## config.mk

```make
export PLATFORM = sky130hd
export DESIGN_NAME = stereo_gain_ramp_peak_limiter_top_flat
export DESIGN_NICKNAME = d
export VERILOG_FILES = /design/src/hdl/sgpl_pkg.sv /design/src/hdl/sgpl_if.sv /design/src/hdl/stereo_gain_ramp_peak_limiter_top.sv /design/src/hdl/sgpl_div.sv /design/src/hdl/sgpl_dp.sv /design/src/hdl/sgpl_ctrl.sv /design/src/flat_wrapper.sv
export SDC_FILE = /design/constraint.sdc
export NUM_CORES = 2
export LEC_CHECK = 0
export CAP_MARGIN = 20
export CORE_MARGIN = 5
export CORE_UTILIZATION = 55
export CTS_CLUSTER_SIZE = 25
export DETAILED_ROUTE_END_ITERATION = 10
export DONT_BUFFER_PORTS = 1
export GPL_ROUTABILITY_DRIVEN = 0
export PLACE_DENSITY = 0.7
export REMOVE_ABC_BUFFERS = 1
export SLEW_MARGIN = 20
export SYNTH_ARGS = -nofsm -noshare
export SYNTH_HDL_FRONTEND = slang
export SYNTH_SLANG_ARGS = --single-unit
export TNS_END_PERCENT = 5
```

## constraint.sdc

```tcl
create_clock -name i_clk -period 14.3 [get_ports i_clk]
set_clock_uncertainty 0.15 [all_clocks]
set_input_delay 1.43 -clock i_clk [delete_from_list [all_inputs] [get_ports i_clk]]
set_output_delay 1.43 -clock i_clk [all_outputs]
set_load 0.01 [all_outputs]
```

## src/hdl/sgpl_pkg.sv

```systemverilog
// Shared types and constants for the stereo gain ramp peak limiter.
// No dependencies; every other file in hdl/ refers to it by scoped names.
package sgpl_pkg;

    // Field widths
    localparam int SAMPLE_W = 24;
    localparam int FRAMES_W = 13;
    localparam int GAIN_W   = 19;
    localparam int STEP_W   = 20;
    localparam int RAMP_W   = 8;
    localparam int CEIL_W   = 27;
    localparam int HOLD_W   = 16;
    localparam int COEF_W   = 24;
    localparam int ADDR_W   = 2;
    localparam int DATA_W   = 24;

    // Reciprocal divider: quotient bits, divisor bits, steps per division
    localparam int QUO_W     = 27;
    localparam int DEN_W     = 24;
    localparam int DIV_STEPS = 27;
    localparam int CNT_W     = 5;

    // Configuration register indexes
    localparam logic [ADDR_W-1:0] REG_TARGET_GAIN   = 2'd0;
    localparam logic [ADDR_W-1:0] REG_HOLD_FRAMES   = 2'd1;
    localparam logic [ADDR_W-1:0] REG_RELEASE_COEFF = 2'd2;
    localparam logic [ADDR_W-1:0] REG_MONO_OUTPUT   = 2'd3;

    // Reset values
    localparam logic [GAIN_W-1:0] TARGET_GAIN_RST   = 19'd65536;
    localparam logic [HOLD_W-1:0] HOLD_FRAMES_RST   = 16'd2400;
    localparam logic [COEF_W-1:0] RELEASE_COEFF_RST = 24'd2913;

    // Commands from the controller to the datapath
    typedef struct packed {
        logic latch_in;
        logic prep;
        logic div_step;
        logic update;
        logic rel_lo;
        logic rel_hi;
        logic rel_sum;
        logic rel_commit;
        logic mul_left;
        logic mul_right;
        logic load_out;
    } t_dp_cmd;

    // Status from the datapath to the controller
    typedef struct packed {
        logic div_done;
    } t_dp_status;

endpackage

```

## src/hdl/sgpl_if.sv

```systemverilog
// Valid/ready channel interfaces: input frame, output frame, register write.
// Depends on sgpl_pkg for field widths.
interface sgpl_in_if;
    logic                                   valid;
    logic                                   ready;
    logic signed [sgpl_pkg::SAMPLE_W-1:0]   left_sample;
    logic signed [sgpl_pkg::SAMPLE_W-1:0]   right_sample;
    logic                                   block_start;
    logic [sgpl_pkg::FRAMES_W-1:0]          block_frames;

    modport source (output valid, left_sample, right_sample, block_start, block_frames,
                    input ready);
    modport sink (input valid, left_sample, right_sample, block_start, block_frames,
                  output ready);
endinterface

interface sgpl_out_if;
    logic                                   valid;
    logic                                   ready;
    logic signed [sgpl_pkg::SAMPLE_W-1:0]   out_left;
    logic signed [sgpl_pkg::SAMPLE_W-1:0]   out_right;

    modport source (output valid, out_left, out_right, input ready);
    modport sink (input valid, out_left, out_right, output ready);
endinterface

interface sgpl_cfg_if;
    logic                           valid;
    logic                           ready;
    logic [sgpl_pkg::ADDR_W-1:0]    addr;
    logic [sgpl_pkg::DATA_W-1:0]    data;

    modport source (output valid, addr, data, input ready);
    modport sink (input valid, addr, data, output ready);
endinterface

```

## src/hdl/stereo_gain_ramp_peak_limiter_top.sv

```systemverilog
// Top level of the stereo gain ramp peak limiter.
// Depends on sgpl_pkg and sgpl_if; instantiates sgpl_ctrl and sgpl_dp.
//
// Usage:
//   i_in   takes one stereo frame per request: left_sample, right_sample (Q1.23),
//          block_start and block_frames. A block start begins a linear gain ramp
//          toward the target gain over min(block_frames, RAMP_FRAMES) frames.
//   o_out  delivers one request per frame: out_left, out_right (Q1.23, saturated).
//          In mono mode out_left is the average of both gained samples and
//          out_right is zero.
//   i_cfg  writes register addr with data: 0 target gain (Q3.16, clamped to
//          MAX_GAIN), 1 hold frames, 2 release coefficient (Q0.24), 3 mono.
//          It is always ready; write only while no frame is in flight.
// Timing: one frame at a time; the next frame is taken only after the result is
//   loaded into the output register. The 27-step bit-serial reciprocal of the
//   frame peak takes most of the time spent on each frame.
// Reset (i_rst_n low, synchronous) restores the register defaults, unity gain,
//   a ceiling at MAX_GAIN, no ramp and no hold, and empties the output register.
// When the receiver stalls, the finished frame waits in the output register and
//   the next frame is processed up to the output step, where it waits its turn.
module stereo_gain_ramp_peak_limiter_top #(
    parameter int MAX_GAIN    = 4,
    parameter int RAMP_FRAMES = 128,
    parameter int MAX_BLOCK   = 4096
) (
    input  logic            i_clk,
    input  logic            i_rst_n,
    sgpl_in_if.sink         i_in,
    sgpl_out_if.source      o_out,
    sgpl_cfg_if.sink        i_cfg
);

    sgpl_pkg::t_dp_cmd      w_cmd;
    sgpl_pkg::t_dp_status   w_status;

    // Register writes are taken at any time
    assign i_cfg.ready = 1'b1;

    sgpl_ctrl u_ctrl (
        .i_clk       (i_clk),
        .i_rst_n     (i_rst_n),
        .i_in_valid  (i_in.valid),
        .o_in_ready  (i_in.ready),
        .o_out_valid (o_out.valid),
        .i_out_ready (o_out.ready),
        .o_cmd       (w_cmd),
        .i_status    (w_status)
    );

    sgpl_dp #(
        .MAX_GAIN    (MAX_GAIN),
        .RAMP_FRAMES (RAMP_FRAMES),
        .MAX_BLOCK   (MAX_BLOCK)
    ) u_dp (
        .i_clk          (i_clk),
        .i_rst_n        (i_rst_n),
        .i_cmd          (w_cmd),
        .o_status       (w_status),
        .i_left_sample  (i_in.left_sample),
        .i_right_sample (i_in.right_sample),
        .i_block_start  (i_in.block_start),
        .i_block_frames (i_in.block_frames),
        .i_cfg_we       (i_cfg.valid),
        .i_cfg_addr     (i_cfg.addr),
        .i_cfg_data     (i_cfg.data),
        .o_out_left     (o_out.out_left),
        .o_out_right    (o_out.out_right)
    );

endmodule

```

## src/hdl/sgpl_div.sv

```systemverilog
// Restoring divider, one quotient bit per step, for the datapath.
// Depends on sgpl_pkg for widths.
module sgpl_div (
    input  logic                            i_clk,
    input  logic                            i_load,
    input  logic                            i_step,
    input  logic [sgpl_pkg::DEN_W-1:0]      i_rem_init,
    input  logic [sgpl_pkg::QUO_W-1:0]      i_quo_init,
    input  logic [sgpl_pkg::DEN_W-1:0]      i_den,
    output logic [sgpl_pkg::QUO_W-1:0]      o_quo
);

    logic [sgpl_pkg::DEN_W-1:0] r_rem;
    logic [sgpl_pkg::DEN_W-1:0] r_den;
    logic [sgpl_pkg::QUO_W-1:0] r_quo;
    logic [sgpl_pkg::DEN_W:0]   w_trial;
    logic                       w_ge;

    // Shift the next dividend bit into the partial remainder and try a subtract
    assign w_trial = {r_rem, r_quo[sgpl_pkg::QUO_W-1]};
    assign w_ge    = w_trial >= {1'b0, r_den};

    always_ff @(posedge i_clk) begin
        if (i_load) begin
            r_rem <= i_rem_init;
            r_quo <= i_quo_init;
            r_den <= i_den;
        end else if (i_step) begin
            r_rem <= w_ge ? sgpl_pkg::DEN_W'(w_trial - {1'b0, r_den})
                          : w_trial[sgpl_pkg::DEN_W-1:0];
            r_quo <= {r_quo[sgpl_pkg::QUO_W-2:0], w_ge};
        end
    end

    assign o_quo = r_quo;

endmodule

```

## src/hdl/sgpl_dp.sv

```systemverilog
// Datapath: gain ramp, stereo-linked ceiling, release, gain multiply and rounding.
// Depends on sgpl_pkg and instantiates sgpl_div twice.
module sgpl_dp #(
    parameter int MAX_GAIN    = 4,
    parameter int RAMP_FRAMES = 128,
    parameter int MAX_BLOCK   = 4096
) (
    input  logic                                    i_clk,
    input  logic                                    i_rst_n,
    input  sgpl_pkg::t_dp_cmd                       i_cmd,
    output sgpl_pkg::t_dp_status                    o_status,
    input  logic signed [sgpl_pkg::SAMPLE_W-1:0]    i_left_sample,
    input  logic signed [sgpl_pkg::SAMPLE_W-1:0]    i_right_sample,
    input  logic                                    i_block_start,
    input  logic [sgpl_pkg::FRAMES_W-1:0]           i_block_frames,
    input  logic                                    i_cfg_we,
    input  logic [sgpl_pkg::ADDR_W-1:0]             i_cfg_addr,
    input  logic [sgpl_pkg::DATA_W-1:0]             i_cfg_data,
    output logic signed [sgpl_pkg::SAMPLE_W-1:0]    o_out_left,
    output logic signed [sgpl_pkg::SAMPLE_W-1:0]    o_out_right
);

    localparam logic [sgpl_pkg::GAIN_W-1:0] GAIN_MAX_Q16 = sgpl_pkg::GAIN_W'(MAX_GAIN * 65536);
    localparam logic [sgpl_pkg::CEIL_W-1:0] CEIL_MAX_Q24 =
        sgpl_pkg::CEIL_W'(MAX_GAIN * 16777216);
    localparam logic [sgpl_pkg::CEIL_W-1:0] CEIL_MIN_Q24 = 27'd16777216;
    localparam logic [16:0] MAX_BLOCK_C   = 17'(MAX_BLOCK);
    localparam logic [16:0] RAMP_FRAMES_C = 17'(RAMP_FRAMES);

    // Round to nearest (ties away from zero), shift by 24 or 25, saturate to 24 bits
    function automatic logic [23:0] rnd_sat(input logic signed [52:0] v, input logic half);
        logic [52:0] m;
        logic [52:0] q;
        logic [23:0] r;
        m = v[52] ? (~v + 53'd1) : v;
        if (half) begin
            q = (m + 53'h1000000) >> 25;
        end else begin
            q = (m + 53'h0800000) >> 24;
        end
        if (v[52]) begin
            r = (q >= 53'h800000) ? 24'h800000 : 24'(24'd0 - q[23:0]);
        end else begin
            r = (q > 53'h7FFFFF) ? 24'h7FFFFF : q[23:0];
        end
        return r;
    endfunction

    // Magnitude of a signed sample; the most negative value gives 2^23
    function automatic logic [23:0] abs24(input logic signed [23:0] s);
        return s[23] ? 24'(~s + 24'd1) : s;
    endfunction

    // Configuration registers
    logic [sgpl_pkg::GAIN_W-1:0]    r_target_gain;
    logic [sgpl_pkg::HOLD_W-1:0]    r_hold_frames;
    logic [sgpl_pkg::COEF_W-1:0]    r_release_coeff;
    logic                           r_mono_output;

    // Limiter state
    logic [sgpl_pkg::GAIN_W-1:0]        r_cur_gain;
    logic signed [sgpl_pkg::STEP_W-1:0] r_gain_step;
    logic [sgpl_pkg::RAMP_W-1:0]        r_ramp_left;
    logic [sgpl_pkg::CEIL_W-1:0]        r_gain_ceiling;
    logic [sgpl_pkg::HOLD_W-1:0]        r_hold_left;
    logic [sgpl_pkg::CNT_W-1:0]         r_div_cnt;

    // Per-frame working registers
    logic signed [sgpl_pkg::SAMPLE_W-1:0]   r_left;
    logic signed [sgpl_pkg::SAMPLE_W-1:0]   r_right;
    logic                                   r_bstart;
    logic [sgpl_pkg::FRAMES_W-1:0]          r_bframes;
    logic [sgpl_pkg::RAMP_W-1:0]            r_ramp;
    logic                                   r_diff_neg;
    logic                                   r_big;
    logic                                   r_rel;
    logic [sgpl_pkg::CEIL_W-1:0]            r_rdiff;
    logic signed [52:0]                     r_prod;
    logic signed [52:0]                     r_pl;
    logic [51:0]                            r_acc;
    logic signed [sgpl_pkg::SAMPLE_W-1:0]   r_out_left;
    logic signed [sgpl_pkg::SAMPLE_W-1:0]   r_out_right;

    // Prep stage signals
    logic [sgpl_pkg::SAMPLE_W-1:0]  w_mag_l;
    logic [sgpl_pkg::SAMPLE_W-1:0]  w_mag_r;
    logic [sgpl_pkg::SAMPLE_W-1:0]  w_peak;
    logic [26:0]                    w_peak_scaled;
    logic [16:0]                    w_frames;
    logic [sgpl_pkg::RAMP_W-1:0]    w_ramp;
    logic signed [sgpl_pkg::STEP_W-1:0] w_gdiff;
    logic [sgpl_pkg::GAIN_W-1:0]    w_gdiff_mag;

    // Divider results
    logic [sgpl_pkg::QUO_W-1:0]     w_ceil_quo;
    logic [sgpl_pkg::QUO_W-1:0]     w_step_quo;

    // Update stage signals
    logic signed [sgpl_pkg::STEP_W-1:0] w_new_step;
    logic signed [sgpl_pkg::STEP_W-1:0] w_eff_step;
    logic [sgpl_pkg::RAMP_W-1:0]        w_eff_ramp;
    logic [sgpl_pkg::RAMP_W-1:0]        w_ramp_dec;
    logic signed [20:0]                 w_gain_sum;
    logic [sgpl_pkg::GAIN_W-1:0]        w_gain_clamp;
    logic [sgpl_pkg::CEIL_W-1:0]        w_ceiling;

    // Multiplier signals
    logic [sgpl_pkg::CEIL_W-1:0]    w_gain_q24;
    logic [sgpl_pkg::CEIL_W-1:0]    w_applied;
    logic signed [24:0]             w_mul_a;
    logic signed [27:0]             w_mul_b;
    logic signed [52:0]             w_prod;
    logic signed [52:0]             w_mono_sum;

    // Frame peak, ceiling range check, ramp length, gain difference
    assign w_mag_l       = abs24(r_left);
    assign w_mag_r       = abs24(r_right);
    assign w_peak        = (w_mag_l > w_mag_r) ? w_mag_l : w_mag_r;
    assign w_peak_scaled = 27'(w_peak) * 27'(MAX_GAIN);

    always_comb begin
        w_frames = 17'(r_bframes);
        if (w_frames > MAX_BLOCK_C) begin
            w_frames = MAX_BLOCK_C;
        end
        if (w_frames == 17'd0) begin
            w_frames = 17'd1;
        end
        w_ramp = (w_frames < RAMP_FRAMES_C) ? w_frames[sgpl_pkg::RAMP_W-1:0]
                                            : RAMP_FRAMES_C[sgpl_pkg::RAMP_W-1:0];
    end

    assign w_gdiff     = $signed({1'b0, r_target_gain}) - $signed({1'b0, r_cur_gain});
    assign w_gdiff_mag = w_gdiff[19] ? 19'(~w_gdiff + 20'd1) : w_gdiff[18:0];

    // Reciprocal of the peak: 2^47 / peak, starting from remainder 2^20
    sgpl_div u_ceil_div (
        .i_clk      (i_clk),
        .i_load     (i_cmd.prep),
        .i_step     (i_cmd.div_step),
        .i_rem_init (24'h100000),
        .i_quo_init ('0),
        .i_den      (w_peak),
        .o_quo      (w_ceil_quo)
    );

    // Ramp step: |target - gain| / ramp length
    sgpl_div u_step_div (
        .i_clk      (i_clk),
        .i_load     (i_cmd.prep),
        .i_step     (i_cmd.div_step),
        .i_rem_init ('0),
        .i_quo_init (sgpl_pkg::QUO_W'(w_gdiff_mag)),
        .i_den      (sgpl_pkg::DEN_W'(w_ramp)),
        .o_quo      (w_step_quo)
    );

    assign o_status.div_done = (r_div_cnt == sgpl_pkg::CNT_W'(sgpl_pkg::DIV_STEPS - 1));

    // Ramp and ceiling decisions for this frame
    assign w_new_step = r_diff_neg ? $signed(20'd0 - w_step_quo[19:0]) : $signed(w_step_quo[19:0]);
    assign w_eff_step = r_bstart ? w_new_step : r_gain_step;
    assign w_eff_ramp = r_bstart ? r_ramp : r_ramp_left;
    assign w_ramp_dec = w_eff_ramp - 8'd1;
    assign w_gain_sum = $signed({2'b00, r_cur_gain}) + $signed({w_eff_step[19], w_eff_step});

    always_comb begin
        if (w_gain_sum < 0) begin
            w_gain_clamp = '0;
        end else if (w_gain_sum > $signed({2'b00, GAIN_MAX_Q16})) begin
            w_gain_clamp = GAIN_MAX_Q16;
        end else begin
            w_gain_clamp = w_gain_sum[18:0];
        end
    end

    assign w_ceiling = r_big ? w_ceil_quo : CEIL_MAX_Q24;

    // Shared multiplier operands
    assign w_gain_q24 = {r_cur_gain, 8'd0};
    assign w_applied  = (w_gain_q24 > r_gain_ceiling) ? r_gain_ceiling : w_gain_q24;

    always_comb begin
        if (i_cmd.rel_lo || i_cmd.rel_hi) begin
            w_mul_a = $signed({1'b0, r_release_coeff});
        end else if (i_cmd.mul_left) begin
            w_mul_a = $signed({r_left[23], r_left});
        end else begin
            w_mul_a = $signed({r_right[23], r_right});
        end
        if (i_cmd.rel_lo) begin
            w_mul_b = $signed({14'd0, r_rdiff[13:0]});
        end else if (i_cmd.rel_hi) begin
            w_mul_b = $signed({15'd0, r_rdiff[26:14]});
        end else begin
            w_mul_b = $signed({1'b0, w_applied});
        end
    end

    assign w_prod     = w_mul_a * w_mul_b;
    assign w_mono_sum = r_pl + r_prod;

    // Configuration writes and limiter state
    always_ff @(posedge i_clk) begin
        if (!i_rst_n) begin
            r_target_gain   <= sgpl_pkg::TARGET_GAIN_RST;
            r_hold_frames   <= sgpl_pkg::HOLD_FRAMES_RST;
            r_release_coeff <= sgpl_pkg::RELEASE_COEFF_RST;
            r_mono_output   <= 1'b0;
            r_cur_gain      <= sgpl_pkg::TARGET_GAIN_RST;
            r_gain_step     <= '0;
            r_ramp_left     <= '0;
            r_gain_ceiling  <= CEIL_MAX_Q24;
            r_hold_left     <= '0;
            r_div_cnt       <= '0;
        end else begin
            if (i_cfg_we) begin
                case (i_cfg_addr)
                    sgpl_pkg::REG_TARGET_GAIN: begin
                        r_target_gain <= (i_cfg_data[18:0] > GAIN_MAX_Q16) ? GAIN_MAX_Q16
                                                                           : i_cfg_data[18:0];
                    end
                    sgpl_pkg::REG_HOLD_FRAMES: begin
                        r_hold_frames <= i_cfg_data[15:0];
                    end
                    sgpl_pkg::REG_RELEASE_COEFF: begin
                        r_release_coeff <= i_cfg_data;
                    end
                    sgpl_pkg::REG_MONO_OUTPUT: begin
                        r_mono_output <= i_cfg_data[0];
                    end
                    default: begin
                    end
                endcase
            end

            // Advance the divider step count
            if (i_cmd.prep) begin
                r_div_cnt <= '0;
            end else if (i_cmd.div_step) begin
                r_div_cnt <= r_div_cnt + 5'd1;
            end

            // Ramp the gain; attack or hold the ceiling
            if (i_cmd.update) begin
                r_gain_step <= w_eff_step;
                if (w_eff_ramp != '0) begin
                    r_ramp_left <= w_ramp_dec;
                    r_cur_gain  <= (w_ramp_dec == '0) ? r_target_gain : w_gain_clamp;
                end else begin
                    r_ramp_left <= '0;
                end
                if (w_ceiling <= r_gain_ceiling) begin
                    r_gain_ceiling <= w_ceiling;
                    r_hold_left    <= r_hold_frames;
                end else if (r_hold_left != '0) begin
                    r_hold_left <= r_hold_left - 16'd1;
                end
            end

            // Release the ceiling by the rounded-up fraction
            if (i_cmd.rel_commit && r_rel) begin
                r_gain_ceiling <= r_gain_ceiling + r_acc[50:24];
            end
        end
    end

    // Frame working registers
    always_ff @(posedge i_clk) begin
        if (i_cmd.latch_in) begin
            r_left    <= i_left_sample;
            r_right   <= i_right_sample;
            r_bstart  <= i_block_start;
            r_bframes <= i_block_frames;
        end
        if (i_cmd.prep) begin
            r_ramp     <= w_ramp;
            r_diff_neg <= w_gdiff[19];
            r_big      <= w_peak_scaled > 27'h800000;
        end
        if (i_cmd.update) begin
            r_rel   <= (w_ceiling > r_gain_ceiling) && (r_hold_left == '0);
            r_rdiff <= w_ceiling - r_gain_ceiling;
        end
        if (i_cmd.rel_lo || i_cmd.rel_hi || i_cmd.mul_left || i_cmd.mul_right) begin
            r_prod <= w_prod;
        end
        if (i_cmd.rel_hi) begin
            r_acc <= 52'(r_prod[37:0]) + 52'hFFFFFF;
        end
        if (i_cmd.rel_sum) begin
            r_acc <= r_acc + 52'({r_prod[37:0], 14'd0});
        end
        if (i_cmd.mul_right) begin
            r_pl <= r_prod;
        end
        if (i_cmd.load_out) begin
            if (r_mono_output) begin
                r_out_left  <= rnd_sat(w_mono_sum, 1'b1);
                r_out_right <= '0;
            end else begin
                r_out_left  <= rnd_sat(r_pl, 1'b0);
                r_out_right <= rnd_sat(r_prod, 1'b0);
            end
        end
    end

    assign o_out_left  = r_out_left;
    assign o_out_right = r_out_right;

    // Gain stays within its clamp range
    a_gain_range: assert property (@(posedge i_clk) disable iff (!i_rst_n)
        r_cur_gain <= GAIN_MAX_Q16)
        else $error("current gain above maximum");

    // Ceiling stays between unity and the maximum gain
    a_ceil_range: assert property (@(posedge i_clk) disable iff (!i_rst_n)
        (r_gain_ceiling >= CEIL_MIN_Q24) && (r_gain_ceiling <= CEIL_MAX_Q24))
        else $error("gain ceiling out of range");

    // A release never lowers the ceiling
    a_rel_rise: assert property (@(posedge i_clk) disable iff (!i_rst_n)
        (i_cmd.rel_commit && r_rel) |=> (r_gain_ceiling >= $past(r_gain_ceiling)))
        else $error("release lowered the ceiling");

endmodule

```

## src/hdl/sgpl_ctrl.sv

```systemverilog
// Controller: sequences one frame through prep, division, update, release,
// multiply and output; owns the channel handshakes. Depends on sgpl_pkg.
module sgpl_ctrl (
    input  logic                    i_clk,
    input  logic                    i_rst_n,
    input  logic                    i_in_valid,
    output logic                    o_in_ready,
    output logic                    o_out_valid,
    input  logic                    i_out_ready,
    output sgpl_pkg::t_dp_cmd       o_cmd,
    input  sgpl_pkg::t_dp_status    i_status
);

    localparam logic [3:0] S_IDLE = 4'd0;
    localparam logic [3:0] S_PREP = 4'd1;
    localparam logic [3:0] S_DIV  = 4'd2;
    localparam logic [3:0] S_UPD  = 4'd3;
    localparam logic [3:0] S_RL   = 4'd4;
    localparam logic [3:0] S_RH   = 4'd5;
    localparam logic [3:0] S_RS   = 4'd6;
    localparam logic [3:0] S_RC   = 4'd7;
    localparam logic [3:0] S_ML   = 4'd8;
    localparam logic [3:0] S_MR   = 4'd9;
    localparam logic [3:0] S_OUT  = 4'd10;

    logic [3:0] r_state;
    logic [3:0] n_state;
    logic       r_out_valid;
    logic       n_out_valid;
    logic       w_accept;
    logic       w_out_free;

    assign o_in_ready = (r_state == S_IDLE);
    assign w_accept   = i_in_valid && o_in_ready;
    assign w_out_free = !r_out_valid || i_out_ready;

    // Decode commands and the next state
    always_comb begin
        o_cmd   = '0;
        n_state = r_state;
        case (r_state)
            S_IDLE: begin
                if (w_accept) begin
                    o_cmd.latch_in = 1'b1;
                    n_state        = S_PREP;
                end
            end
            S_PREP: begin
                o_cmd.prep = 1'b1;
                n_state    = S_DIV;
            end
            S_DIV: begin
                o_cmd.div_step = 1'b1;
                if (i_status.div_done) begin
                    n_state = S_UPD;
                end
            end
            S_UPD: begin
                o_cmd.update = 1'b1;
                n_state      = S_RL;
            end
            S_RL: begin
                o_cmd.rel_lo = 1'b1;
                n_state      = S_RH;
            end
            S_RH: begin
                o_cmd.rel_hi = 1'b1;
                n_state      = S_RS;
            end
            S_RS: begin
                o_cmd.rel_sum = 1'b1;
                n_state       = S_RC;
            end
            S_RC: begin
                o_cmd.rel_commit = 1'b1;
                n_state          = S_ML;
            end
            S_ML: begin
                o_cmd.mul_left = 1'b1;
                n_state        = S_MR;
            end
            S_MR: begin
                o_cmd.mul_right = 1'b1;
                n_state         = S_OUT;
            end
            S_OUT: begin
                if (w_out_free) begin
                    o_cmd.load_out = 1'b1;
                    n_state        = S_IDLE;
                end
            end
            default: begin
                n_state = S_IDLE;
            end
        endcase
    end

    // Hold the result valid until the request is taken
    always_comb begin
        n_out_valid = r_out_valid;
        if (o_cmd.load_out) begin
            n_out_valid = 1'b1;
        end else if (i_out_ready) begin
            n_out_valid = 1'b0;
        end
    end

    always_ff @(posedge i_clk) begin
        if (!i_rst_n) begin
            r_state     <= S_IDLE;
            r_out_valid <= 1'b0;
        end else begin
            r_state     <= n_state;
            r_out_valid <= n_out_valid;
        end
    end

    assign o_out_valid = r_out_valid;

    // A result is never written over one still waiting
    a_no_overwrite: assert property (@(posedge i_clk) disable iff (!i_rst_n)
        o_cmd.load_out |-> (!r_out_valid || i_out_ready))
        else $error("output overwritten while stalled");

    // An accepted request always enters preparation
    a_accept_prep: assert property (@(posedge i_clk) disable iff (!i_rst_n)
        w_accept |=> (r_state == S_PREP))
        else $error("accepted request did not start");

    // Division runs until the datapath reports the last step
    a_div_hold: assert property (@(posedge i_clk) disable iff (!i_rst_n)
        (r_state == S_DIV && !i_status.div_done) |=> (r_state == S_DIV))
        else $error("division left early");

endmodule

```

## src/flat_wrapper.sv

```systemverilog
// flat-port wrapper written by rule: the top's interface ports become plain ports
module stereo_gain_ramp_peak_limiter_top_flat 
#(
    parameter int MAX_GAIN    = 4,
    parameter int RAMP_FRAMES = 128,
    parameter int MAX_BLOCK   = 4096
)
  (i_clk, i_rst_n, i_in_valid, i_in_left_sample, i_in_right_sample, i_in_block_start, i_in_block_frames, i_in_ready, o_out_valid, o_out_out_left, o_out_out_right, o_out_ready, i_cfg_valid, i_cfg_addr, i_cfg_data, i_cfg_ready);
  sgpl_in_if i_in_i ();
  sgpl_out_if o_out_i ();
  sgpl_cfg_if i_cfg_i ();
  input  logic i_clk;
  input  logic i_rst_n;
  input wire logic [$bits(i_in_i.valid)-1:0] i_in_valid;
  input wire logic [$bits(i_in_i.left_sample)-1:0] i_in_left_sample;
  input wire logic [$bits(i_in_i.right_sample)-1:0] i_in_right_sample;
  input wire logic [$bits(i_in_i.block_start)-1:0] i_in_block_start;
  input wire logic [$bits(i_in_i.block_frames)-1:0] i_in_block_frames;
  output wire logic [$bits(i_in_i.ready)-1:0] i_in_ready;
  output wire logic [$bits(o_out_i.valid)-1:0] o_out_valid;
  output wire logic [$bits(o_out_i.out_left)-1:0] o_out_out_left;
  output wire logic [$bits(o_out_i.out_right)-1:0] o_out_out_right;
  input wire logic [$bits(o_out_i.ready)-1:0] o_out_ready;
  input wire logic [$bits(i_cfg_i.valid)-1:0] i_cfg_valid;
  input wire logic [$bits(i_cfg_i.addr)-1:0] i_cfg_addr;
  input wire logic [$bits(i_cfg_i.data)-1:0] i_cfg_data;
  output wire logic [$bits(i_cfg_i.ready)-1:0] i_cfg_ready;
  assign i_in_i.valid = i_in_valid;
  assign i_in_i.left_sample = i_in_left_sample;
  assign i_in_i.right_sample = i_in_right_sample;
  assign i_in_i.block_start = i_in_block_start;
  assign i_in_i.block_frames = i_in_block_frames;
  assign i_in_ready = i_in_i.ready;
  assign o_out_valid = o_out_i.valid;
  assign o_out_out_left = o_out_i.out_left;
  assign o_out_out_right = o_out_i.out_right;
  assign o_out_i.ready = o_out_ready;
  assign i_cfg_i.valid = i_cfg_valid;
  assign i_cfg_i.addr = i_cfg_addr;
  assign i_cfg_i.data = i_cfg_data;
  assign i_cfg_ready = i_cfg_i.ready;
  stereo_gain_ramp_peak_limiter_top #(.MAX_GAIN(MAX_GAIN), .RAMP_FRAMES(RAMP_FRAMES), .MAX_BLOCK(MAX_BLOCK)) u_core (.i_clk(i_clk), .i_rst_n(i_rst_n), .i_in(i_in_i), .o_out(o_out_i), .i_cfg(i_cfg_i));
endmodule
```

# == Word-level counts from Yosys, hierarchy flattened ==
# Cells that the tools add are included.
# op_classes
n_bitwise,7
multipliers,1
order_cmp,18
n_mux,69
addsub,25
eq_ne,17
reduce_logical,30
# ops
cell,count
53-bit 2-to-1 mux,9
24-bit 2-to-1 mux,15
27-bit 2-to-1 mux,7
53-bit by 1-bit adder with 53-bit output (second input constant),3
53-bit by 24-bit greater-or-equal comparator with 1-bit output (second input constant),3
53-bit by 23-bit > comparator with 1-bit output (second input constant),3
53-bit NOT,3
19-bit 2-to-1 mux,7
53-bit by 24-bit adder with 53-bit output (second input constant),2
52-bit 2-to-1 mux,2
1-bit by 24-bit subtractor with 24-bit output (first input constant),3
27-bit > comparator,2
53-bit by 25-bit adder with 53-bit output (second input constant),1
53-bit adder,1
25-bit by 28-bit multiplier with 53-bit output,1
52-bit adder,1
25-bit 2-to-1 mux,2
24-bit by 1-bit adder with 24-bit output (second input constant),2
24-bit NOT,2
4-bit one-hot mux with 11 select lines,1
20-bit 2-to-1 mux,2
38-bit by 24-bit adder with 39-bit output (second input constant),1
16-bit 2-to-1 mux,2
27-bit adder,1
other kinds (50),91
# word_totals
reg_bits,592
word_cells,199
inputBits,93
out_inout_bits,51

# == Logic depth before layout (Yosys ltp) ==
# logic_depth
depth_word,11
depth_mapped,55
mapped_depth_nobuf,52

# == Cells and area by module ==
# A second synthesis with hierarchy kept.
# hier_totals
cells_unflattened,7886
hier_area_um2,68637.1
# by_module_without_submodules
module,cells_each,area_per_inst_um2,instances,seq_area_each_um2
sgpl_dp,7083,59291.9,1,11841.4
sgpl_div,377,4476.8,2,2252.2
sgpl_ctrl,47,380.4,1,100.1
stereo_gain_ramp_peak_limiter_top,2,11.3,1,0.0

# == Least setup slack after synthesis ==
# No wires, ideal clock.
# synth_timing
kind,register to register
start,register u_core.u_dp.r_gain_ceiling[8] (netlist bit)
end,register u_core.u_dp.r_prod[51] (data pin)
n_path_buf,4
t_arrival_ns,10.512
setup_time_ns,0.265
setup_slack_ns,3.373
t_required_ns,13.885
period_less_slack_ns,10.927
stages_incl_launch_ff,51
path_cell_list,dfxtp_1 -> inv_1 -> ha_1 -> nand4_1 -> nand2b_1 -> a21o_1 -> a21o_1 -> a21oi_1 -> nor2b_1 -> o21ai_0 -> nand2b_1 -> a21oi_1 -> o21ai_0 -> a221oi_1 -> o21ai_0 -> o31ai_1 -> clkbuf_1 -> buf_1 -> [... 15 more ...] -> ha_1 -> a21o_1 -> a21o_1 -> nor2_1 -> o21ai_0 -> nand2_1 -> o31a_1 -> a2111oi_0 -> nor2_1 -> o311ai_0 -> nand3_1 -> nand3_1 -> o211ai_1 -> o21ai_0 -> a31o_2 -> nand2_1 -> o21ai_0 -> xor2_1
# synth_via
elab_chain_len,5
# synth_rtl
item,line,rtl
start: declaration,sgpl_dp.sv:64,logic [sgpl_pkg::CEIL_W-1:0] r_gain_ceiling;
start signal: assignment,sgpl_dp.sv:254,r_gain_ceiling <= w_ceiling;
start signal: assignment,sgpl_dp.sv:263,r_gain_ceiling <= r_gain_ceiling + r_acc[50:24];
27-bit > comparator,sgpl_dp.sv:181,assign w_applied = (w_gain_q24 > r_gain_ceiling) ? r_gain_ceiling : w_gain_q24;
27-bit 2-to-1 mux *,sgpl_dp.sv:181,
27-bit 2-to-1 mux *,sgpl_dp.sv:193,end else if (i_cmd.rel_hi) begin
27-bit 2-to-1 mux *,sgpl_dp.sv:191,if (i_cmd.rel_lo) begin
25-bit by 28-bit multiplier with 53-bit output *,sgpl_dp.sv:200,assign w_prod = w_mul_a * w_mul_b;
net u_core.u_dp.w_prod[51],sgpl_dp.sv:112,logic signed [52:0] w_prod;
end signal: assignment,sgpl_dp.sv:286,r_prod <= w_prod;
end: declaration,sgpl_dp.sv:78,logic signed [52:0] r_prod;
# Mark *: on every way through the listed nets, which the timed path passes. The rest lies on a longest branch.
# A chain may end at the register's enable or synchronous reset.

# == Worst setup path after layout ==
# layout_timing
start,register u_core.u_dp.r_gain_ceiling[8] (netlist bit)
end,register u_core.u_dp.r_prod[52] (data pin)
# Same word-level chain as after synthesis.

==> results.toml <==
[setup_path]
crit_path_start_kind = "register"
worst-setup-path-type = "reg2reg"
r2r_setup_slack_ns = 1.80
crit_slowest_cell = "and2_1"
r2r_start = "u_core.u_dp.r_gain_ceiling[8]"
cpPeakStageDelay_ns = 0.59
crit_path_frequent_cell = "fa_1"
cp.required_ns = 14.53
worstPathMaxFanout = 29
crit_path_end_kind = "register"
cp.arrival_ns = 12.74
reg2regPathDepth = 49
r2r-end = "u_core.u_dp.r_prod[52]"

[cells_and_area]
area_delta_synth_final_pct = 5.55
num-nets-final = 8783
layout_commonest_cell = "nand2_1"
final_cell_mix = "nand2_1 (965), inv_1 (877), nor2_1 (848)"
drive_gt1_share_pct = 4.45
design_area_sq_um = 69000

[clock_network]
clock_path_buffers = 3
postCtsHoldBufs = 0
cts_buffers = 69
h-tree-depth = 3
cts_setup_buffers = 0
clockRootBuffer = "clkbuf_16"
cts.sink_count = 577
clk_pin_slew_ns = 0.06
clock_latency_ns = 0.66
cts_tree = "yes"
cts-resized-gates = 0

[timing]
tightestPinTransition_ns = 1.16
rsz0062_at_grt = "false"
slew_headroom_pct = 22.5
period_needed_ns = 12.50
slew_violations = 0
setup_violations = 0
period_share_pct = 87.4
hold_violations = 0
setup_tns_ns = 0
fmaxAchievable_mhz = 80.0

[routing]
routedWlPerCell_um = 21.4
wl_um = 197000
first_pass_iters = 9
drtIter0Drc = 5593
viasPerCell = 6.11
vias = 56300
ant_nets = 0
drc = 0

[grt]
grtUsageTotal_pct = 30.7
antenna_found_initial = 5
grt_max_degree = 92
grt-ovfl-total = 0
grt_pass1_vias = 54800
grt_pass1_wl_um = 307000

[synthesis]
synthAdderAreaFrac_pct = 27.1
synth-edff-count = 334
ys_ff_latch = 577
ys_types = 116
synth_top_family_by_area = "adder cells"
post_synth_xor_area_fraction_pct = 5.71
syn_avg_cell_area_sq_um = 8.36
ys_seq_area_share_pct = 22.8
yosys.area_share.simple_pct = 20.1
async_flop_share_pct = 0
yosys_warnings = 0
syn_inst = 7812
muxShareOfSynthArea_pct = 1.83
synth_area_sq_um = 65300
synth_compound_area_share_pct = 15.3
ys.flop_type = "edfxtp_1"

[floorplanning]
die_x_um = 355
ios = 144
rows = 126
die_h_um = 355
die-area_sq_um = 126000
start_util_pct = 55.3
core_sq_um = 118000

[placed_design]
dpl_cell_area_sq_um = 66700
hpwl_um = 156000
io_buffer_count = 0

[power]
leakagePower_nw = 30.0
ir_drop_mv = 0.230
p_per_area_nw_per_um2 = 141

[run]
maxCapViolations = 0

[min_path]
holdPathStages = 2
holdPathEnd = "u_core.u_dp.r_hold_frames[2]"
min_from = "u_core.u_dp.r_hold_frames[2]"
hp-class = "reg2reg"

[run_status]
outcome = "complete, no violations"
metal layers:
layer / vias up / part of all wire, % / global-route usage (%)
met4: 6 / 6.2 / 15.1
met3: 551 / 8.2 / 5.46
met1: 27100 / 41 / 39.8
li1: 26200 / - / -
met5: - / 0.021 / 0
met2: 2505 / 45 / 50.0
cell families after synthesis:
group | after synthesis
DFF | 577
adders and majority gates | 1068
xor gates and xnor gates | 425
AOI/OAI and AO/OA | 1564
and+or+nand+nor | 2827
buffers and inverters | 1233
muxes | 117
other | 1
flip-flops by register name (all words and copies together) (netlist names), 13 cells and up:
register and cells:
u_core.u_dp.r_cur_gain 19, u_core.u_dp.r_target_gain 19, u_core.u_dp.u_ceil_div.r_den 24, u_core.u_dp.r_hold_left 16, u_core.u_dp.o_out_left 24, u_core.u_dp.r_gain_ceiling 27
u_core.u_dp.r_acc 37, u_core.u_dp.r_rdiff 27, u_core.u_dp.u_ceil_div.o_quo 27, u_core.u_dp.u_ceil_div.r_rem 24, u_core.u_dp.r_prod 53, u_core.u_dp.r_bframes 13
u_core.u_dp.r_pl 53, u_core.u_dp.r_release_coeff 24, u_core.u_dp.u_step_div.o_quo 27, u_core.u_dp.r_hold_frames 16, u_core.u_dp.o_out_right 24, u_core.u_dp.u_step_div.r_rem 24
u_core.u_dp.r_left 24, u_core.u_dp.r_gain_step 20, u_core.u_dp.r_right 24
stage by stage:
stage / worst slack, ns / utilization [%] / hold slack [ns] / power [mW] / cells
5_1_grt: 0.872 / 58.4 / 0.325 / 10.4 / 9216
6_report: 1.80 / 58.4 / 0.304 / 9.71 / 9217
4_1_cts: 1.91 / 58.4 / 0.305 / 9.61 / 9216
3_5_place_dp: 1.98 / 56.5 / 0.297 / 7.79 / 9089
2_1_floorplan: 1.68 / - / 0.275 / 6.12 / 7464
3_3_place_gp: 2.13 / 56.5 / 0.290 / 7.68 / 9089
synthesized netlist by cell type, types with 98 or more instances:
| cell type | count | area share, % |
|---|---|---|
| xnor2_1 | 258 | 3.5 |
| nor3_1 | 134 | 1.0 |
| a21oi_1 | 458 | 3.5 |
| nand2_1 | 966 | 5.5 |
| dfxtp_1 | 243 | 7.4 |
| and2_1 | 98 | 0.94 |
| fa_1 | 580 | 18 |
| clkbuf_1 | 293 | 1.7 |
| nand3_1 | 168 | 1.3 |
| ha_1 | 486 | 9.3 |
| mux2i_1 | 107 | 1.6 |
| xor2_1 | 166 | 2.2 |
| inv_1 | 879 | 5.0 |
| edfxtp_1 | 334 | 15 |
| o21ai_0 | 368 | 2.8 |
| nor2_1 | 854 | 4.9 |
| a21o_1 | 115 | 1.3 |
worst max path at each step:
stage | start | endpoint | slack (ns) | depth (start not counted)
6_report | u_core.u_dp.r_gain_ceiling[8] | u_core.u_dp.r_prod[52] | 1.80 | 49
5_1_grt | u_core.u_dp.r_gain_ceiling[8] | u_core.u_dp.r_prod[51] | 0.87 | 50
4_1_cts | u_core.u_dp.r_gain_ceiling[8] | u_core.u_dp.r_prod[51] | 1.91 | 50
3_5_place_dp | u_core.u_dp.r_gain_ceiling[8] | u_core.u_dp.r_prod[51] | 1.98 | 50
3_3_place_gp | u_core.u_dp.r_gain_ceiling[8] | u_core.u_dp.r_prod[51] | 2.13 | 50
2_1_floorplan | u_core.u_dp.r_gain_ceiling[21] | u_core.u_dp.r_prod[51] | 1.68 | 37
power breakdown:
part | switching [mW] | internal, mW | total (mW)
logic | 3.59 | 2.08 | 5.67
clock network | 0.781 | 0.977 | 1.76
registers | 0.208 | 2.08 | 2.29
critical path, delay by kind of cell, from the launching register on:
family	cells	cell delay (ns)
AO/OA/AOI/OAI	24	4.84
XOR/XNOR	1	0.08
adder cells (fa/ha/maj)	9	4.25
buffers and inverters	7	0.83
flip-flops	1	0.37
AND/OR/NAND/NOR	8	1.69
cell type report:
class / instances / area [sq um]
timing repair buffer: 89 / 668
multi-input combinational: 6002 / 45900
inverter: 885 / 3320
clock inverter: 41 / 379
sequential: 577 / 14900
fill: 10400 / 49100
tap: 1536 / 1920
clock buffer: 86 / 1850
antenna: 1 / 2.50
No activity file was read; power rests on OpenSTA's default activity.
